$ cat config.mk
export PLATFORM = sky130hd
export DESIGN_NAME = deadline_timer_scheduler_top
export DESIGN_NICKNAME = d
export VERILOG_FILES = /design/src/design/dts_pkg.sv /design/src/design/dts_cell.sv /design/src/design/deadline_timer_scheduler_top.sv
export SDC_FILE = /design/constraint.sdc
export NUM_CORES = 2
export LEC_CHECK = 0
export ABC_AREA = 1
export ABC_CLOCK_PERIOD_IN_PS = 20500
export BUFFER_PORTS_ARGS = -buffer_cell sky130_fd_sc_hd__buf_2
export CAP_MARGIN = 10
export CORE_MARGIN = 5
export CORE_UTILIZATION = 40
export DETAILED_ROUTE_END_ITERATION = 7
export PLACE_DENSITY = 0.6
export SYNTH_ARGS = -nofsm -noshare
export SYNTH_HDL_FRONTEND = slang
export SYNTH_SLANG_ARGS = --single-unit
$ cat constraint.sdc
create_clock -name clk -period 20.5 [get_ports clk]
set_input_delay 4.1 -clock clk [delete_from_list [all_inputs] [get_ports clk]]
set_output_delay 4.1 -clock clk [all_outputs]
set_load 0.05 [all_outputs]
$ cat src/design/dts_pkg.sv
// Shared types and codes for the deadline timer scheduler.
package dts_pkg;

	localparam logic [2:0] OP_SCHED_PER = 3'd0;
	localparam logic [2:0] OP_SCHED_ONE = 3'd1;
	localparam logic [2:0] OP_CANCEL    = 3'd2;
	localparam logic [2:0] OP_CLEAR     = 3'd3;
	localparam logic [2:0] OP_TICK      = 3'd4;

	localparam logic [2:0] KIND_SCHED     = 3'd0;
	localparam logic [2:0] KIND_FULL      = 3'd1;
	localparam logic [2:0] KIND_CANCELLED = 3'd2;
	localparam logic [2:0] KIND_NOTFOUND  = 3'd3;
	localparam logic [2:0] KIND_CLEARED   = 3'd4;
	localparam logic [2:0] KIND_FIRED     = 3'd5;

	localparam logic [31:0] HALF = 32'h8000_0000;

	typedef enum logic [1:0] {
		ST_IDLE,
		ST_EXEC,
		ST_SCAN,
		ST_FINISH
	} state_t;

	typedef struct packed {
		logic        valid;
		logic        taken;
		logic [31:0] deadline;
		logic [30:0] period;
		logic        periodic;
		logic [31:0] ident;
		logic [31:0] stamp;
	} entry_t;

	typedef struct packed {
		logic shift;
		logic write;
		logic clear_all;
		logic clear_taken;
	} cell_ctl_t;

endpackage

$ cat src/design/dts_cell.sv
// One timer slot of the rotating slot chain.
module dts_cell import dts_pkg::*; #(
	parameter int HW = 16
) (
	input  logic          clk,
	input  logic          arst_n,
	input  cell_ctl_t     ctl,
	input  entry_t        wr_entry,
	input  logic [HW-1:0] wr_handle,
	input  entry_t        nb_entry,
	input  logic [HW-1:0] nb_handle,
	output entry_t        entry,
	output logic [HW-1:0] handle
);

	logic          valid_q;
	logic          taken_q;
	entry_t        pl_q;
	logic [HW-1:0] handle_q;

	always_ff @(posedge clk or negedge arst_n) begin
		if (!arst_n) begin
			valid_q <= 1'b0;
			taken_q <= 1'b0;
		end else begin
			if (ctl.clear_all)
				valid_q <= 1'b0;
			else if (ctl.write)
				valid_q <= wr_entry.valid;
			else if (ctl.shift)
				valid_q <= nb_entry.valid;
			if (ctl.clear_taken)
				taken_q <= 1'b0;
			else if (ctl.write)
				taken_q <= wr_entry.taken;
			else if (ctl.shift)
				taken_q <= nb_entry.taken;
		end
	end

	always_ff @(posedge clk) begin
		if (ctl.write) begin
			pl_q     <= wr_entry;
			handle_q <= wr_handle;
		end else if (ctl.shift) begin
			pl_q     <= nb_entry;
			handle_q <= nb_handle;
		end
	end

	always_comb begin
		entry       = pl_q;
		entry.valid = valid_q;
		entry.taken = taken_q;
	end
	assign handle = handle_q;

endmodule

$ cat src/design/deadline_timer_scheduler_top.sv
// Top level: command decode, slot chain and the earliest-deadline scan.
//
//  channel | dir | beat fields (tdata low bit up)
//  s_*     | in  | opcode[2:0] delay[33:3] immediate[34] task_id[66:35] task_tag[82:67]
//  m_*     | out | kind[2:0] result_id[34:3] result_tag[50:35]; tlast = last
//
// Schedule and clear go from accept through the exec state to the result. Cancel
// makes one full rotation of the slot chain past the head comparator.
// A tick makes one rotation per firing, plus a last rotation that finds none.
// Reset empties the table at once, no clearing pass. An input beat is taken only
// in the idle state; a stalled output stalls the sequencer only.
module deadline_timer_scheduler_top import dts_pkg::*; #(
	parameter int SLOTS    = 16,
	parameter int TAG_BITS = 16
) (
	input  logic        clk,
	input  logic        arst_n,
	input  logic        s_tvalid,
	output logic        s_tready,
	input  logic [87:0] s_tdata,  // opcode, delay, immediate, task_id, task_tag
	output logic        m_tvalid,
	input  logic        m_tready,
	output logic [55:0] m_tdata,  // kind, result_id, result_tag
	output logic        m_tlast
);

	localparam int IW = $clog2(SLOTS);
	localparam int HW = (TAG_BITS < 16) ? TAG_BITS : 16;

	state_t st_q, st_d;

	logic [2:0]    op_q;
	logic [30:0]   delay_q;
	logic          imm_q;
	logic [31:0]   tid_q;
	logic [HW-1:0] tag_q;

	logic [31:0] time_q, id_q, stamp_q;
	logic [IW-1:0] cnt_q;

	logic          best_found_q;
	logic [31:0]   best_key_q;
	logic [IW-1:0] best_idx_q;
	entry_t        best_e_q;
	logic [HW-1:0] best_h_q;

	logic          pend_q;
	logic [31:0]   pend_id_q;
	logic [HW-1:0] pend_h_q;

	logic        out_v_q;
	logic [2:0]  out_kind_q;
	logic [31:0] out_id_q;
	logic [15:0] out_tag_q;
	logic        out_last_q;

	entry_t        cells[SLOTS];
	logic [HW-1:0] handles[SLOTS];
	cell_ctl_t     ctls[SLOTS];

	logic          shift, clr_all, clr_taken, wr_en;
	logic [IW-1:0] wr_idx;
	entry_t        wr_e;
	logic [HW-1:0] wr_h;

	genvar g;
	generate
		for (g = 0; g < SLOTS; g++) begin : g_cell
			localparam int NX = (g == SLOTS - 1) ? 0 : g + 1;
			always_comb begin
				ctls[g].shift       = shift;
				ctls[g].write       = wr_en && (wr_idx == IW'(g));
				ctls[g].clear_all   = clr_all;
				ctls[g].clear_taken = clr_taken;
			end
			dts_cell #(.HW(HW)) u_cell (
				.clk       (clk),
				.arst_n    (arst_n),
				.ctl       (ctls[g]),
				.wr_entry  (wr_e),
				.wr_handle (wr_h),
				.nb_entry  (cells[NX]),
				.nb_handle (handles[NX]),
				.entry     (cells[g]),
				.handle    (handles[g])
			);
		end
	endgenerate

	// lowest free slot, chain at rest
	logic          free_found;
	logic [IW-1:0] free_idx;
	always_comb begin
		free_found = 1'b0;
		free_idx   = '0;
		for (int i = SLOTS - 1; i >= 0; i--) begin
			if (!cells[i].valid) begin
				free_found = 1'b1;
				free_idx   = IW'(i);
			end
		end
	end

	// head comparator
	logic [31:0] head_key, st_diff;
	logic        cand, earlier;
	always_comb begin
		head_key = cells[0].deadline - time_q + HALF;
		st_diff  = cells[0].stamp - best_e_q.stamp;
		earlier  = !best_found_q || (head_key < best_key_q) ||
		           ((head_key == best_key_q) && st_diff[31]);
		if (op_q == OP_CANCEL)
			cand = cells[0].valid && (cells[0].ident == tid_q);
		else
			cand = cells[0].valid && !cells[0].taken && (head_key <= HALF);
	end

	logic out_free;
	assign out_free = !out_v_q || m_tready;
	assign s_tready = (st_q == ST_IDLE);

	logic          emit, emit_last, best_load, best_clear, cnt_clear;
	logic          time_inc, id_inc, stamp_inc, pend_load, pend_clear;
	logic [2:0]    emit_kind;
	logic [31:0]   emit_id;
	logic [HW-1:0] emit_tag;
	logic [31:0]   new_id;
	assign new_id = id_q + 32'd1;

	always_comb begin
		st_d       = st_q;
		emit       = 1'b0;
		emit_kind  = KIND_SCHED;
		emit_id    = '0;
		emit_tag   = '0;
		emit_last  = 1'b1;
		shift      = 1'b0;
		clr_all    = 1'b0;
		clr_taken  = 1'b0;
		wr_en      = 1'b0;
		wr_idx     = best_idx_q;
		wr_e       = best_e_q;
		wr_h       = best_h_q;
		best_load  = 1'b0;
		best_clear = 1'b0;
		cnt_clear  = 1'b0;
		time_inc   = 1'b0;
		id_inc     = 1'b0;
		stamp_inc  = 1'b0;
		pend_load  = 1'b0;
		pend_clear = 1'b0;
		unique case (st_q)
			ST_IDLE: begin
				if (s_tvalid)
					st_d = ST_EXEC;
			end
			ST_EXEC: begin
				case (op_q) inside
					OP_SCHED_PER, OP_SCHED_ONE: begin
						if (out_free) begin
							emit = 1'b1;
							st_d = ST_IDLE;
							if (!free_found) begin
								emit_kind = KIND_FULL;
							end else begin
								emit_id          = new_id;
								id_inc           = 1'b1;
								stamp_inc        = 1'b1;
								wr_en            = 1'b1;
								wr_idx           = free_idx;
								wr_h             = tag_q;
								wr_e.valid       = 1'b1;
								wr_e.taken       = 1'b0;
								wr_e.periodic    = (op_q == OP_SCHED_PER);
								wr_e.ident       = new_id;
								wr_e.stamp       = stamp_q;
								if (op_q == OP_SCHED_PER) begin
									wr_e.period   = (delay_q == '0) ? 31'd1 : delay_q;
									wr_e.deadline = imm_q ? time_q : time_q + {1'b0, delay_q};
								end else begin
									wr_e.period   = '0;
									wr_e.deadline = time_q + {1'b0, delay_q};
								end
							end
						end
					end
					OP_CANCEL: begin
						best_clear = 1'b1;
						cnt_clear  = 1'b1;
						st_d       = ST_SCAN;
					end
					OP_CLEAR: begin
						if (out_free) begin
							emit      = 1'b1;
							emit_kind = KIND_CLEARED;
							clr_all   = 1'b1;
							st_d      = ST_IDLE;
						end
					end
					OP_TICK: begin
						time_inc   = 1'b1;
						clr_taken  = 1'b1;
						pend_clear = 1'b1;
						best_clear = 1'b1;
						cnt_clear  = 1'b1;
						st_d       = ST_SCAN;
					end
					default: st_d = ST_IDLE;
				endcase
			end
			ST_SCAN: begin
				shift     = 1'b1;
				best_load = cand && earlier;
				if (cnt_q == IW'(SLOTS - 1))
					st_d = ST_FINISH;
			end
			ST_FINISH: begin
				if (out_free) begin
					if (op_q == OP_CANCEL) begin
						emit       = 1'b1;
						emit_kind  = best_found_q ? KIND_CANCELLED : KIND_NOTFOUND;
						emit_id    = tid_q;
						wr_en      = best_found_q;
						wr_e.valid = 1'b0;
						st_d       = ST_IDLE;
					end else if (best_found_q) begin
						wr_en         = 1'b1;
						wr_e.valid    = best_e_q.periodic;
						wr_e.taken    = 1'b1;
						wr_e.deadline = best_e_q.deadline + {1'b0, best_e_q.period};
						wr_e.stamp    = stamp_q;
						stamp_inc     = best_e_q.periodic;
						emit          = pend_q;
						emit_kind     = KIND_FIRED;
						emit_id       = pend_id_q;
						emit_tag      = pend_h_q;
						emit_last     = 1'b0;
						pend_load     = 1'b1;
						best_clear    = 1'b1;
						cnt_clear     = 1'b1;
						st_d          = ST_SCAN;
					end else begin
						emit      = pend_q;
						emit_kind = KIND_FIRED;
						emit_id   = pend_id_q;
						emit_tag  = pend_h_q;
						st_d      = ST_IDLE;
					end
				end
			end
			default: st_d = ST_IDLE;
		endcase
	end

	always_ff @(posedge clk or negedge arst_n) begin
		if (!arst_n) begin
			st_q         <= ST_IDLE;
			time_q       <= '0;
			id_q         <= '0;
			stamp_q      <= '0;
			cnt_q        <= '0;
			best_found_q <= 1'b0;
			pend_q       <= 1'b0;
			out_v_q      <= 1'b0;
		end else begin
			st_q <= st_d;
			if (time_inc)
				time_q <= time_q + 32'd1;
			if (id_inc)
				id_q <= new_id;
			if (stamp_inc)
				stamp_q <= stamp_q + 32'd1;
			if (cnt_clear)
				cnt_q <= '0;
			else if (st_q == ST_SCAN)
				cnt_q <= cnt_q + IW'(1);
			if (best_clear)
				best_found_q <= 1'b0;
			else if (best_load)
				best_found_q <= 1'b1;
			if (pend_clear)
				pend_q <= 1'b0;
			else if (pend_load)
				pend_q <= 1'b1;
			if (emit)
				out_v_q <= 1'b1;
			else if (m_tready)
				out_v_q <= 1'b0;
		end
	end

	always_ff @(posedge clk) begin
		if (s_tvalid && s_tready) begin
			op_q    <= s_tdata[2:0];
			delay_q <= s_tdata[33:3];
			imm_q   <= s_tdata[34];
			tid_q   <= s_tdata[66:35];
			tag_q   <= s_tdata[67 +: HW];
		end
		if (best_load) begin
			best_key_q <= head_key;
			best_idx_q <= cnt_q;
			best_e_q   <= cells[0];
			best_h_q   <= handles[0];
		end
		if (pend_load) begin
			pend_id_q <= best_e_q.ident;
			pend_h_q  <= best_h_q;
		end
		if (emit) begin
			out_kind_q <= emit_kind;
			out_id_q   <= emit_id;
			out_tag_q  <= 16'(emit_tag);
			out_last_q <= emit_last;
		end
	end

	assign m_tvalid = out_v_q;
	assign m_tdata  = {5'd0, out_tag_q, out_id_q, out_kind_q};
	assign m_tlast  = out_last_q;

	a_cancel_frees: assert property (@(posedge clk) disable iff (!arst_n)
		(st_q == ST_FINISH && op_q == OP_CANCEL && best_found_q && out_free)
		|=> !cells[$past(best_idx_q)].valid)
		else $error("cancelled slot still valid");

	a_nonlast_fired: assert property (@(posedge clk) disable iff (!arst_n)
		(m_tvalid && !m_tlast) |-> (m_tdata[2:0] == KIND_FIRED))
		else $error("non-final beat that is not a firing");

	a_stamp_src: assert property (@(posedge clk) disable iff (!arst_n)
		!$stable(stamp_q) |-> ($past(st_q) == ST_EXEC || $past(st_q) == ST_FINISH))
		else $error("stamp counter moved outside exec or finish");

	a_scan_no_write: assert property (@(posedge clk) disable iff (!arst_n)
		(st_q == ST_SCAN) |-> (!wr_en && !clr_all && !emit))
		else $error("slot write or beat during rotation");

endmodule
[Word-level counts from Yosys, hierarchy flattened]
Cells that the tools add are included.
Word-level totals
  register bits after elaboration: 2806
  output and inout port bits: 59
  word-level logic and storage cells: 572
Operators by class
  add/sub/neg operators: 9
  $lt $le $gt $ge: 2
  equal/unequal tests: 28
  mux-type cells: 287
  bitwise operators: 2
  reduce and logical (&&, ||, !) cells: 87
Operators by type and width (number)
  2-to-1 mux 128 bit: 32
  2-to-1 mux 16 bit: 36
  2-to-1 mux 130 bit: 3
  2-to-1 mux 32 bit: 9
  2-to-1 mux 1 bit: 154
  one-hot mux 32 bit (2 select lines): 2
  adder 32 x 1 -> 32 bit, second input constant: 3
  nonzero test 3 bit: 32
  2-to-1 mux 4 bit: 22
  2-to-1 mux 34 bit: 2
  one-hot mux 34 bit (2 select lines): 1
  adder 32 x 31 -> 32 bit: 2
  == test 32 bit: 2
  2-to-1 mux 64 bit: 1
  subtractor 32 bit: 2
  2-to-1 mux 63 bit: 1
  nonzero test 2 bit: 20
  == test 4 bit, second input constant: 9
  2-to-1 mux 33 bit: 1
  adder 32 bit, second input constant: 1
  less-or-equal comparator 32 bit, second input constant: 1
  < comparator 32 bit: 1
  zero test 31 bit: 1
  2-to-1 mux 31 bit: 1
  25 further kinds: 76

[Longest topological paths before layout]
  depth in word-level cells: 24
  gate-level depth with buffers: 27
  depth with buffers taken out: 27

[By module]
From an unflattened synthesis, not the netlist that was laid out.
Second synthesis, totals
  cell total of the unflattened synthesis: 13347
  area total of the unflattened synthesis: 130861.8 um2
Modules (own cells, without submodules)
  dts_cell: instances 16, cells each 636, area each 6431.2 um2, sequential area each 4374.2 um2
  deadline_timer_scheduler_top: instances 1, cells each 3171, area each 27963.1 um2, sequential area each 13588.0 um2

[Least setup slack after synthesis]
No wires, ideal clock.
  path type: register to register
  from: register time_q[1]
  to: register best_e_q[0] (netlist name) (enable)
  library setup time: 0.733 ns
  arrival: 10.850 ns
  data required time: 19.767 ns
  setup slack: 8.917 ns
  cell stages (with the launch flop): 23
  buffers on the path: 0
  cell sequence: dfrtp_1 > inv_1 > ha_1 > ha_1 > inv_1 > fa_1 > inv_1 > nand3_1 > nand3_1 > nand2_1 > nand3_1 > xnor2_1 > inv_1 > ha_1 > a21oi_1 > nor2_1 > a2111oi_0 > nand2_1 > nand4_1 > nand2_1 > nor2_1 > nor2_1 > nor2_1
Between the ends
  word-level cells in the longest chain between the ends: 7
  elaborated cells on any way between the ends: 12
RTL lines
  start, declared: RTL line deadline_timer_scheduler_top.sv:38  | logic [31:0] time_q, id_q, stamp_q;
  start signal, assigned: RTL line deadline_timer_scheduler_top.sv:268  | time_q <= time_q + 32'd1;
  subtractor 32 bit *: RTL line deadline_timer_scheduler_top.sv:108  | head_key = cells[0].deadline - time_q + HALF;
  adder 32 bit *: RTL line deadline_timer_scheduler_top.sv:108
  net head_key[13]: RTL line deadline_timer_scheduler_top.sv:105  | logic [31:0] head_key, st_diff;
  less-or-equal comparator 32 bit, or another cell as far along: RTL line deadline_timer_scheduler_top.sv:115  | cand = cells[0].valid && !cells[0].taken && (head_key <= HALF);
  logical AND 1 bit, or another cell as far along: RTL line deadline_timer_scheduler_top.sv:115
  2-to-1 mux 1 bit / logical OR 1 bit (equally long branches): RTL line deadline_timer_scheduler_top.sv:112, deadline_timer_scheduler_top.sv:110
  logical AND 1 bit *: RTL line deadline_timer_scheduler_top.sv:213  | best_load = cand && earlier;
  2-to-1 mux 1 bit *: RTL line deadline_timer_scheduler_top.sv:152  | unique case (st_q)
  net best_load: RTL line deadline_timer_scheduler_top.sv:122  | logic emit, emit_last, best_load, best_clear, cnt_clear;
  end signal, assigned: RTL line deadline_timer_scheduler_top.sv:303  | best_e_q <= cells[0];
  end, declared: RTL line deadline_timer_scheduler_top.sv:44  | entry_t best_e_q;
Mark *: on every way through the listed nets, which the timed path passes. The rest lies on a longest branch.
A chain may end at the register's enable or synchronous reset.

[Worst setup path after layout]
  from: input m_tready
  to: register g_cell[8].u_cell.handle_q[15] (enable)
Between the ends
  word-level cells in the longest chain between the ends: 7
  elaborated cells on any way between the ends: 11
RTL lines
  start, declared: RTL line deadline_timer_scheduler_top.sv:22  | input logic m_tready,
  logical OR 1 bit *: RTL line deadline_timer_scheduler_top.sv:119  | assign out_free = !out_v_q || m_tready;
  2-to-1 mux 4 bit: RTL line deadline_timer_scheduler_top.sv:160  | if (out_free) begin
  2-to-1 mux 4 bit: RTL line deadline_timer_scheduler_top.sv:158  | case (op_q) inside
  2-to-1 mux 4 bit: RTL line deadline_timer_scheduler_top.sv:152
  == test 4 bit: RTL line deadline_timer_scheduler_top.sv:72  | ctls[g].write = wr_en && (wr_idx == IW'(g));
  logical AND 1 bit *: RTL line deadline_timer_scheduler_top.sv:72
  nonzero test 2 bit (no line) *
  end signal, assigned: RTL line dts_cell.sv:44  | handle_q <= wr_handle;
  end signal, assigned: RTL line dts_cell.sv:47  | handle_q <= nb_handle;
  end, declared: RTL line dts_cell.sv:19  | logic [HW-1:0] handle_q;
Mark *: on every way between the ends. The rest lies on a longest branch, timed or not.

==> flow_metrics.tcl <==
set metrics [dict create \
    async_reset_ff_share_pct 4.88 \
    max_stage_delay_ns 0.82 \
    grt_max_degree 151 \
    synthToLayoutAreaGrowth_pct 11.7 \
    comb_power_share_pct 28.1 \
    cp.arrival_ns 10.27 \
    worstHoldStart "g_cell[0].u_cell.handle[6]$_DFFE_PP_" \
    setup_viol 0 \
    overflow 0 \
    pre_cts_slack_ns 9.95 \
    clkTransAtPathRegs_ns 0.06 \
    ys_ff_latch 2806 \
    die_area_um2 319000 \
    swShare_pct 35.2 \
    hold_path.class "flop to flop" \
    setup_slack_ns 10.70 \
    htree_levels 5 \
    wl_mm 366 \
    worstSkewPairLatency_ns 0.92 \
    reg2reg_slack_ns 13.04 \
    cp-end-kind "flop" \
    clkPwrFrac_pct 24.6 \
    drt_first_pass_iters 8 \
    reg2reg_depth 24 \
    synth-main-ff-cell "edfxtp_1" \
    worst-endpoint-required_ns 20.97 \
    postLayoutCoreUtil_pct 44.9 \
    p_total_mw 23.1 \
    cts_resized 0 \
    synth.distinct_cells 61 \
    crit_chain "buf_2, nor2_1, a21oi_1, nand2_4, nor2_1, nand2_1, nand2_2, inv_2, nand3_4, nand2_4, buf_4, buf_4, buf_4" \
    crit_fanout 41 \
    peakVddDrop_mv 0.141 \
    netSwitchingPower_mw 8.13 \
    route.vias.total 85900 \
    fmax_ghz 0.102 \
    gp_congestion 0.899 \
    synth-edff-count 2669 \
    grt_pass1_wl_mm 543 \
    tightest_slew_ns 1.40 \
    critPathTopFamily "simple AND/OR/NAND/NOR gates" \
    start_util_pct 40.2 \
    critPathKind "input pin to flop" \
    dp_hpwl_mm 217 \
    grt_usage_pct 22.4 \
    clk_path_buf_depth 4 \
    timing.final.crit_period_ns 9.80 \
    io-pin-count 151 \
    drtIter0Drc 9245 \
    slew_viol_final 0 \
    yosysWarnings 0 \
    finClkSkew_ns 0.0820 \
    critical_path.most_common_cell "buf_4" \
    syn_area_per_cell_um2 10.8 \
    port_buffers 140 \
    p_leak_nw 55.1 \
    cts_tree "done" \
    dieHeight_um 565 \
    drt-wirelength-per-cell_um 23.4 \
    clock-sinks 2806 \
    rsz0062_at_grt "no" \
    wl_met2_mm 170 \
    wl_met1_mm 157 \
    ant_nets 0 \
    p_int_mw 15.0 \
    whs_endpoint "best_h_q[6]$_DFFE_PP_" \
    drc 0 \
    power_frac_seq_pct 47.3 \
    grt_pass1_vias 83300 \
    design.core.area_um2 306000 \
    timing.rr.start "g_cell[0].u_cell.entry[118]$_DFFE_PP_" \
    outcome "finished clean" \
    hold_depth 0 \
    antenna_found_initial 8 \
    hold_buffers 0 \
    fin_setup_tns_ns 0 \
    synth_seq_area_share_pct 67.9 \
    nNetsFinal 11600 \
    hold_viol_final 0 \
    cap_violations 0 \
    n_fill_cell 28400 \
    rows 203 \
    synthCells 11400 \
    syn_area_um2 123000 \
    slowest_stage "nand2_4" \
    highest-signal-layer "met4" \
    postCtsSetupRepairBufs 0 \
    drive_gt1_share_pct 7.28 \
    die_w_um 565 \
    vias_per_cell 5.49 \
    cts-root-buf "clkbuf_16" \
    cp_num_buf_inv 5 \
    power_per_cell_area_nw_per_um2 168 \
    finalCritPeriodShare_pct 47.8 \
    cts_buffers 311 \
    critPathLaunchType "input pin" \
    reg2reg_to "best_e_q[35]$_DFFE_PP_" \
    slew_headroom_pct 6.78 \
    wl_met3_mm 30.1 \
]
worst max path at each step:
| stage | from | end | slack [ns] | depth (start not counted) |
|---|---|---|---|---|
| after CTS | m_tready | g_cell[8].u_cell.handle[15]$_DFFE_PP_ | 10.81 | 13 |
| after detailed placement | m_tready | g_cell[8].u_cell.handle[1]$_DFFE_PP_ | 9.95 | 13 |
| final | m_tready | g_cell[8].u_cell.handle[15]$_DFFE_PP_ | 10.70 | 13 |
| after floorplan | time_q[1]$_DFFE_PN0P_ | best_e_q[0]$_DFFE_PP_ | 8.92 | 22 |
| after global routing | m_tready | g_cell[8].u_cell.handle[15]$_DFFE_PP_ | 10.58 | 13 |
| after global placement | m_tready | g_cell[8].u_cell.handle[1]$_DFFE_PP_ | 9.99 | 13 |
worst reg2reg max path, cell delays in order (launching register included):
cell	delay, ns
edfxtp_1	0.57
ha_1	0.37
ha_1	0.46
nand2_1	0.12
inv_1	0.10
nand2_1	0.07
nor3_1	0.57
and2_1	0.22
nand2_1	0.07
nand2_1	0.08
nand2_1	0.05
nand2_1	0.07
inv_1	0.07
ha_1	0.30
nand4_1	0.09
inv_1	0.12
nand2_1	0.06
nand3b_1	0.15
nor2_1	0.29
nand4_1	0.25
nand2_1	0.15
nor2_1	0.08
nor2_4	0.80
buf_4	0.97
buf_4	0.82
registers in the layout, indices dropped and copies added (netlist names), 31 cells and up:
register,cells
pend_id_q,32
out_id_q,32
delay_q,31
stamp_q,32
best_key_q,32
time_q,32
g_cell.u_cell.entry,2048
id_q,32
g_cell.u_cell.handle,256
best_e_q,130
tid_q,32
per-layer routing:
metal | global-route usage (%) | vias to the layer above
li1 | - | 39200
met5 | 0 | -
met1 | 31.5 | 42400
met3 | 3.53 | 519
met4 | 5.81 | 0
met2 | 36.3 | 3760
stage by stage:
step	cells	instance area (µm²)	hold WS (ns)
2_1_floorplan	11400	123000	0.427
4_1_cts	15600	138000	0.404
6_report	15700	138000	0.420
3_3_place_gp	15100	127000	0.429
3_5_place_dp	15100	127000	0.435
5_1_grt	15600	138000	0.422
synthesized netlist by cell type, drive strengths merged (41+ instances only):
| cell | count | area share, % |
|---|---|---|
| a21oi | 183 | 0.74 |
| a22oi | 41 | 0.25 |
| buf | 279 | 1.2 |
| clkbuf | 432 | 1.3 |
| dfrtp | 137 | 2.8 |
| edfxtp | 2669 | 65 |
| ha | 184 | 1.9 |
| inv | 553 | 1.7 |
| nand2 | 3786 | 12 |
| nand3 | 175 | 0.81 |
| nand4 | 76 | 0.39 |
| nor2 | 327 | 1.0 |
| nor3 | 63 | 0.29 |
| o21ai | 2179 | 8.9 |
| xor2 | 114 | 0.81 |
power by group through the flow:
stage / clock network (mW) / registers [mW] / logic (mW)
2_1_floorplan: 0 / 11.1 / 4.04
3_3_place_gp: 0 / 10.9 / 6.38
3_5_place_dp: 0 / 11.0 / 6.50
4_1_cts: 5.78 / 10.9 / 6.54
5_1_grt: 6.01 / 11.1 / 7.26
6_report: 5.68 / 10.9 / 6.50
cell type report:
class                           count  area [µm²]  area share [%]
Sequential cell                  2806       83600            60.7
Multi-Input combinational cell   7347       34700            25.2
Clock buffer                      376        8170            5.94
Tap cell                         4100        5130            3.73
Inverter                          556        2090            1.52
Clock inverter                    181        2030            1.48
Timing Repair Buffer              279        1850            1.34
Antenna cell                        9        22.5          0.0164
cell families (layout without fill, tap and decap cells):
| kind of cell | after synthesis | after routing | share of synthesized area (%) |
|---|---|---|---|
| AO/OA/AOI/OAI | 2501 | 2501 | 10.5 |
| XOR/XNOR | 142 | 142 | 1.01 |
| adder cells (fa/ha/maj) | 187 | 187 | 1.92 |
| buffers and inverters | 1267 | 1392 | 4.18 |
| flip-flops | 2806 | 2806 | 67.9 |
| multiplexers | 1 | 1 | 0.00914 |
| other | 1 | 14 | 0.00305 |
| AND/OR/NAND/NOR | 4511 | 4511 | 14.5 |
cells in the final DEF (no fill, tap or decap), types with 28 or more instances in the layout:
master	instances
o21ai_1	410
a22oi_1	41
xnor2_1	28
clkinv_2	54
clkinv_1	57
nand3_1	158
nor2_1	319
nor4_1	29
buf_2	139
inv_1	543
or2_2	34
clkbuf_1	55
clkbuf_16	315
xor2_1	114
o21ai_0	1768
ha_1	184
bufinv_16	37
nor3_1	56
nand4_1	76
a21oi_1	178
dfrtp_1	137
nand2_1	3765
edfxtp_1	2669
buf_4	131
Note: power is estimated with default switching activity, not from simulation.
